<file path="src/hdl/wbss_pkg.sv">
// ----------------------------------------------------------------------------
// wbss_pkg
// Shared constants and types for the wildcard byte signature scanner.
// ----------------------------------------------------------------------------
package wbss_pkg;

	localparam int MAX_PATTERN = 16;
	localparam int OFFSET_BITS = 32;
	localparam int COUNT_BITS  = OFFSET_BITS + 1;
	localparam int LEN_BITS    = 5;
	localparam int IDX_BITS    = 4;

	// configuration register indexes (byte address = 8 * index)
	localparam logic [1:0] REG_PAT_LO = 2'd0;
	localparam logic [1:0] REG_PAT_HI = 2'd1;
	localparam logic [1:0] REG_WILD   = 2'd2;
	localparam logic [1:0] REG_LEN    = 2'd3;

	typedef logic [7:0] byte_t;
	typedef byte_t [MAX_PATTERN-1:0] window_t;

endpackage

</file>
<file path="src/hdl/wildcard_byte_signature_scan.sv">
// ----------------------------------------------------------------------------
// wildcard_byte_signature_scan
// Streams image bytes and reports the first offset where a masked pattern of
// up to 16 bytes matches, or not-found on the last byte of the image.
// ----------------------------------------------------------------------------
//  channel  | valid        | stall        | payload
//  data     | data_valid   | data_stall   | data_byte, last_byte
//  result   | result_valid | result_stall | found, match_offset
//  config   | psel/penable | pready (=1)  | paddr, pwrite, pwdata, prdata
//
//  One byte per cycle sustained while the result is not stalled.
//  Input register, then a single compare stage (16 masked byte compares)
//  that updates the window and counter and loads the result register.
//  Reset clears the window, counter and report flag; pattern length resets to 1.
//  A stalled result holds the compare stage for every byte, result or not;
//  the input stalls once the input register is full behind it.
module wildcard_byte_signature_scan
	import wbss_pkg::*;
(
	input  logic                   clk,
	input  logic                   arst_n,
	input  logic                   data_valid,
	output logic                   data_stall,
	input  logic [7:0]             data_byte,
	input  logic                   last_byte,
	output logic                   result_valid,
	input  logic                   result_stall,
	output logic                   found,
	output logic [OFFSET_BITS-1:0] match_offset,
	input  logic                   psel,
	input  logic                   penable,
	input  logic                   pwrite,
	input  logic [4:0]             paddr,
	input  logic [63:0]            pwdata,
	output logic [63:0]            prdata,
	output logic                   pready
);

	logic [63:0]            pat_lo_q, pat_hi_q;
	logic [MAX_PATTERN-1:0] wild_q;
	logic [LEN_BITS-1:0]    len_cfg_q;

	logic [LEN_BITS-1:0]    len_q;
	window_t                exp_q;
	logic [MAX_PATTERN-1:0] care_q;

	logic                   valid_s1;
	logic [7:0]             byte_s1;
	logic                   last_s1;

	window_t                window_q;
	logic [COUNT_BITS-1:0]  cnt_q;
	logic                   reported_q;

	logic                   res_valid_q;
	logic                   found_q;
	logic [OFFSET_BITS-1:0] offset_q;

	logic                   cfg_wr, accept, adv, hit, emit;
	logic [1:0]             cfg_idx;
	logic [LEN_BITS-1:0]    len_c;
	window_t                pat_c, exp_c, window_nx;
	logic [MAX_PATTERN-1:0] care_c;
	logic [COUNT_BITS-1:0]  cnt_nx, off_full;

	// ---------------- configuration port ----------------
	assign pready  = 1'b1;
	assign cfg_idx = paddr[4:3];
	assign cfg_wr  = psel & penable & pwrite & pready;

	always_ff @(posedge clk or negedge arst_n) begin
		if (!arst_n) begin
			pat_lo_q  <= '0;
			pat_hi_q  <= '0;
			wild_q    <= '0;
			len_cfg_q <= LEN_BITS'(1);
		end else if (cfg_wr) begin
			case (cfg_idx)
				REG_PAT_LO: pat_lo_q  <= pwdata;
				REG_PAT_HI: pat_hi_q  <= pwdata;
				REG_WILD:   wild_q    <= pwdata[MAX_PATTERN-1:0];
				REG_LEN:    len_cfg_q <= pwdata[LEN_BITS-1:0];
				default:    ;
			endcase
		end
	end

	always_comb begin
		case (cfg_idx)
			REG_PAT_LO: prdata = pat_lo_q;
			REG_PAT_HI: prdata = pat_hi_q;
			REG_WILD:   prdata = {{(64-MAX_PATTERN){1'b0}}, wild_q};
			REG_LEN:    prdata = {{(64-LEN_BITS){1'b0}}, len_cfg_q};
			default:    prdata = '0;
		endcase
	end

	// ---------------- pattern alignment ----------------
	// Window slot k (0 = newest) is compared against pattern byte len-1-k.
	always_comb begin
		logic [LEN_BITS-1:0] j;
		if (len_cfg_q == '0)
			len_c = LEN_BITS'(1);
		else if (len_cfg_q > LEN_BITS'(MAX_PATTERN))
			len_c = LEN_BITS'(MAX_PATTERN);
		else
			len_c = len_cfg_q;
		pat_c = window_t'({pat_hi_q, pat_lo_q});
		for (int k = 0; k < MAX_PATTERN; k++) begin
			j = len_c - LEN_BITS'(1) - LEN_BITS'(k);
			exp_c[k] = pat_c[j[IDX_BITS-1:0]];
			care_c[k] = (LEN_BITS'(k) < len_c) && !wild_q[j[IDX_BITS-1:0]];
		end
	end

	// User, not the block, keeps config static while items are in flight.
	always_ff @(posedge clk or negedge arst_n) begin
		if (!arst_n) begin
			len_q  <= LEN_BITS'(1);
			care_q <= '0;
		end else begin
			len_q  <= len_c;
			care_q <= care_c;
		end
	end

	always_ff @(posedge clk) begin
		exp_q <= exp_c;
	end

	// ---------------- input register ----------------
	assign adv        = valid_s1 && (!res_valid_q || !result_stall);
	assign data_stall = valid_s1 && res_valid_q && result_stall;
	assign accept     = data_valid && !data_stall;

	always_ff @(posedge clk or negedge arst_n) begin
		if (!arst_n)
			valid_s1 <= 1'b0;
		else if (accept)
			valid_s1 <= 1'b1;
		else if (adv)
			valid_s1 <= 1'b0;
	end

	always_ff @(posedge clk) begin
		if (accept) begin
			byte_s1 <= data_byte;
			last_s1 <= last_byte;
		end
	end

	// ---------------- compare stage ----------------
	always_comb begin
		window_nx = {window_q[MAX_PATTERN-2:0], byte_s1};
		cnt_nx    = (cnt_q == '1) ? cnt_q : cnt_q + COUNT_BITS'(1);
		hit       = !reported_q && (cnt_nx >= COUNT_BITS'(len_q));
		for (int k = 0; k < MAX_PATTERN; k++) begin
			if (care_q[k] && (window_nx[k] != exp_q[k]))
				hit = 1'b0;
		end
		emit     = hit || (last_s1 && !reported_q);
		off_full = cnt_nx - COUNT_BITS'(len_q);
	end

	always_ff @(posedge clk or negedge arst_n) begin
		if (!arst_n) begin
			window_q   <= '0;
			cnt_q      <= '0;
			reported_q <= 1'b0;
		end else if (adv) begin
			if (last_s1) begin
				window_q   <= '0;
				cnt_q      <= '0;
				reported_q <= 1'b0;
			end else begin
				window_q <= window_nx;
				cnt_q    <= cnt_nx;
				if (hit)
					reported_q <= 1'b1;
			end
		end
	end

	// ---------------- result register ----------------
	always_ff @(posedge clk or negedge arst_n) begin
		if (!arst_n)
			res_valid_q <= 1'b0;
		else if (adv && emit)
			res_valid_q <= 1'b1;
		else if (!result_stall)
			res_valid_q <= 1'b0;
	end

	always_ff @(posedge clk) begin
		if (adv && emit) begin
			found_q <= hit;
			if (!hit)
				offset_q <= '0;
			else if (off_full[COUNT_BITS-1])
				offset_q <= '1;
			else
				offset_q <= off_full[OFFSET_BITS-1:0];
		end
	end

	assign result_valid = res_valid_q;
	assign found        = found_q;
	assign match_offset = offset_q;

	// ---------------- assertions ----------------
	a_nf_zero_off: assert property (@(posedge clk) disable iff (!arst_n)
		res_valid_q && !found_q |-> offset_q == '0)
		else $error("not-found transaction carries nonzero offset");

	a_stall_src: assert property (@(posedge clk) disable iff (!arst_n)
		data_stall |-> valid_s1 && res_valid_q)
		else $error("input stalled with no pending work");

	a_rep_cnt: assert property (@(posedge clk) disable iff (!arst_n)
		reported_q |-> cnt_q != '0)
		else $error("match reported with empty byte count");

	a_last_clr: assert property (@(posedge clk) disable iff (!arst_n)
		adv && last_s1 |=> cnt_q == '0 && !reported_q)
		else $error("scan state not cleared after last byte");

endmodule
</file>
<file path="config.mk">
export PLATFORM = sky130hd
export DESIGN_NAME = wildcard_byte_signature_scan
export DESIGN_NICKNAME = d
export VERILOG_FILES = /design/src/hdl/wbss_pkg.sv /design/src/hdl/wildcard_byte_signature_scan.sv
export SDC_FILE = /design/constraint.sdc
export NUM_CORES = 1
export LEC_CHECK = 0
export BUFFER_PORTS_ARGS = -buffer_cell sky130_fd_sc_hd__buf_4
export CAP_MARGIN = 20
export CORE_ASPECT_RATIO = 2
export CORE_MARGIN = 2
export CORE_UTILIZATION = 60
export DETAILED_ROUTE_END_ITERATION = 16
export PLACE_DENSITY = 0.88
export REMOVE_ABC_BUFFERS = 1
export SLEW_MARGIN = 20
export SYNTH_ARGS = -nofsm -noshare
export SYNTH_HDL_FRONTEND = slang
export SYNTH_SLANG_ARGS = --single-unit
</file>
<file path="constraint.sdc">
create_clock -name clk -period 10.8 [get_ports clk]
set_input_delay 0.54 -clock clk [delete_from_list [all_inputs] [get_ports clk]]
set_output_delay 0.54 -clock clk [all_outputs]
set_load 0.05 [all_outputs]
</file>
==> load_flow_metrics.sql <==
INSERT INTO impl_metrics (metric_group, metric, value, unit) VALUES
('synth', 'avgSynthCellArea', '9.753', 'µm²'),
('routing', 'drt-pass1-iter-count', '8', ''),
('power_and_ir_drop', 'psw', '0.003696', 'W'),
('synth', 'yosysWarnings', '0', ''),
('synth', 'synth_sequential_area_ratio', '0.4280', ''),
('layout', 'layout.cells.most_common', 'sky130_fd_sc_hd__nand2_1', ''),
('run_status', 'run_status', 'finished clean', ''),
('floorplan', 'die_h', '309.5', 'µm'),
('layout', 'final_cell_mix', 'sky130_fd_sc_hd__nand2_1 (615), sky130_fd_sc_hd__mux2i_1 (490), sky130_fd_sc_hd__dfrtp_1 (324)', ''),
('setup_path', 'worstPathCellList', 'ha_1, nand4_1, nor3_1, nand3_1, nand4_1, xnor2_1, ha_1, a21oi_1, o21ai_0, a211oi_1, nand4b_1, or4b_1, a31o_2, o21bai_4, a21oi_4', ''),
('setup_path', 'reg2reg_depth', '15', ''),
('setup_path', 'worst_setup_path_startpoint', 'cnt_q[0]', ''),
('timing', 'max_freq', '0.1697', 'GHz'),
('layout', 'finalNonFillerCells', '3600', ''),
('global_routing', 'global_route.overflow_total', '0', ''),
('timing', 'rsz0062_at_grt', 'no', ''),
('timing', 'timing_max_transition_violations_final', '0', ''),
('setup_path', 'end_kind', 'register', ''),
('setup_path', 'critical_path_required', '10.99', 'ns'),
('setup_path', 'critPathSlowestCell', 'sky130_fd_sc_hd__o21bai_4', ''),
('setup_path', 'path_class', 'register to register', ''),
('place', 'detailed_place_hpwl', '56880', 'µm'),
('routing', 'wl_per_cell', '22.47', 'µm'),
('setup_path', 'critical_path.max_stage_delay', '0.63', 'ns'),
('layout', 'syn_to_final_growth', '11.77', '%'),
('power_and_ir_drop', 'power.ir.vdd_worst', '0.1960', 'mV'),
('cts', 'cts.root.buffer_cell', 'sky130_fd_sc_hd__clkbuf_16', ''),
('place', 'port_buffers', '180', ''),
('power_and_ir_drop', 'seq_power_share', '0.322', ''),
('routing', 'vias', '22670', ''),
('cts', 'ctsHtreeMaxLevel', '2', ''),
('synth', 'synth_area', '28000', 'µm²'),
('layout', 'nNetsFinal', '3035', ''),
('synth', 'synth_cells', '2871', ''),
('global_routing', 'grt_resource_usage_total', '0.3315', ''),
('floorplan', 'initial_core_util', '0.6037', ''),
('cts', 'tritoncts', 'built', ''),
('timing', 'hold_viol_final', '0', ''),
('synth', 'ys_ff_latch', '496', ''),
('setup_path', 'cp_data_arrival_time', '6.08', 'ns'),
('cts', 'cts_num_sinks', '496', ''),
('place', 'placed_cells', '3514', ''),
('power_and_ir_drop', 'power', '0.008604', 'W'),
('job', 'drv_cap', '0', ''),
('cts', 'cts-buffers-inserted', '44', ''),
('synth', 'synth.distinct_cells', '70', ''),
('routing', 'drtIter0Drc', '2290', ''),
('timing', 'clock-skew-final', '0.02874', 'ns'),
('timing', 'relSlewSlack', '0.2837', ''),
('routing', 'vias_per_inst', '6.297', ''),
('global_routing', 'wire_length_of_the_first_global_routing_pass', '124300', 'µm'),
('cts', 'worst_skew_pair.late_latency', '0.58', 'ns'),
('layout', 'post_route_cells_drive_above_1_share', '0.1663', ''),
('cts', 'clkSlewWorstSetupHoldPaths', '0.07', 'ns'),
('power_and_ir_drop', 'leakagePower', '14.60', 'nW'),
('power_and_ir_drop', 'internal_power', '0.004908', 'W'),
('floorplan', 'num_io_pins', '185', ''),
('routing', 'ant_nets', '0', ''),
('synth', 'netlist_top_cells_area', 'sky130_fd_sc_hd__dfrtp_1 (29%), sky130_fd_sc_hd__mux2i_1 (18%), sky130_fd_sc_hd__dfxtp_1 (9.2%)', ''),
('floorplan', 'floorplan.rows', '112', ''),
('place', 'place_congestion', '1.028', ''),
('synth', 'synth_edf_count', '42', ''),
('timing', 'setup-tns-final', '0', 'ns'),
('floorplan', 'die_area', '48520', 'µm²'),
('routing', 'wirelength', '80900', 'µm'),
('timing', 'setup_viol', '0', ''),
('routing', 'drc', '0', ''),
('global_routing', 'first_global_vias', '21840', ''),
('floorplan', 'floorplan.die.width', '156.8', 'µm'),
('timing', 'max_slew.worst_pin.slew', '1.074', 'ns'),
('floorplan', 'placeableCoreArea', '46380', 'µm²');
## cells in the mapped netlist, drive strengths merged (3+ instances only)
library cell,count
a211oi,5
a21o,6
a21oi,69
a22o,5
a311oi,4
a31oi,76
and2,6
and3,79
and4,5
buf,51
clkbuf,146
dfrtp,324
dfxtp,128
edfxtp,42
ha,14
inv,18
mux2,149
mux2i,490
mux4,6
nand2,617
nand3,36
nand3b,121
nand4,52
nand4b,4
nor2,77
nor2b,6
nor3,23
nor4,11
o21ai,60
o31ai,3
or2,7
or3,8
or4,5
xnor2,170
xor2,20
## sequential cells by signal, summed over array words and instances (netlist names), 5 cells and up
name and flops:
exp_q 128, window_nx 120, pat_hi_q 64, pat_lo_q 64, cnt_q 33, match_offset 32, care_q 16, wild_q 16
byte_s1 8, len_cfg_q 5, len_q 5
## cells by family after synthesis
| group | share of synthesized area |
|---|---|
| fa+ha+maj | 0.006971 |
| compound gates | 0.05188 |
| mux | 0.2399 |
| flops | 0.4280 |
| other cells | 0.0001339 |
| buf+inv | 0.03092 |
| xor+xnor | 0.06023 |
| simple gates | 0.1820 |
## worst max-delay path: cells and delay by family, from the launching register on
kind | cells | cell delay (ns)
AO/OA/AOI/OAI | 6 | 1.92
flip-flops | 1 | 0.46
XOR/XNOR | 1 | 0.20
AND/OR/NAND/NOR | 6 | 2.31
adder cells (fa/ha/maj) | 2 | 0.58
## layer usage
| metal | track usage | vias up | part of all wire |
|---|---|---|---|
| met5 | 0 | - | 0 |
| met4 | 0.1974 | 0 | 0.068 |
| met3 | 0.03883 | 281 | 0.075 |
| met2 | 0.5445 | 1185 | 0.49 |
| met1 | 0.4197 | 11050 | 0.37 |
| li1 | - | 10160 | - |
## worst min-delay path by stage
stage	end	depth (start not counted)	slack, ns	startpoint
after floorplan	care_q[0]	0	0.24	arst_n
after detailed placement	window_nx[127]	2	0.48	window_nx[127]
after global placement	window_nx[125]	2	0.47	window_nx[125]
after global routing	byte_s1[5]	1	0.13	data_byte[5]
final	byte_s1[3]	1	0.13	data_byte[3]
after CTS	byte_s1[3]	1	0.13	data_byte[3]
## power by group through the flow
stage	logic (W)	clock network, W	registers [W]
finish	0.00420	0.00163	0.00277
global route	0.00444	0.00172	0.00280
CTS	0.00412	0.00164	0.00276
detailed placement	0.00409	0	0.00279
global placement	0.00394	0	0.00277
floorplan	0.00301	0	0.00266
## metrics by stage
| step | hold slack, ns | utilization | cell area [µm²] | setup WS, ns |
|---|---|---|---|---|
| floorplan | 0.2444 | - | 27210 | -1.787 |
| global placement | 0.4712 | 0.6418 | 29770 | 4.960 |
| detailed placement | 0.4784 | 0.6420 | 29780 | 5.073 |
| CTS | 0.1259 | 0.6743 | 31280 | 5.030 |
| global route | 0.1310 | 0.6748 | 31300 | 4.474 |
| finish | 0.1314 | 0.6748 | 31300 | 4.906 |
## area by class of cell
| cell class | count | area, µm² |
|---|---|---|
| multi-input combinational | 2159 | 15310 |
| fill | 3445 | 15090 |
| sequential | 496 | 11980 |
| timing repair buffer | 215 | 1648 |
| clock buffer | 63 | 1320 |
| tap | 627 | 784.5 |
| clock inverter | 19 | 166.4 |
| inverter | 19 | 76.32 |
| antenna | 2 | 5.005 |
## timing repair
| action | CTS | global route |
|---|---|---|
| hold buffers | 1 | 0 |
| hold endpoints to repair | 14 | 0 |
| resized for setup | 0 | 0 |
| setup buffers | 0 | 0 |
No activity file was read; power rests on OpenSTA's default activity.
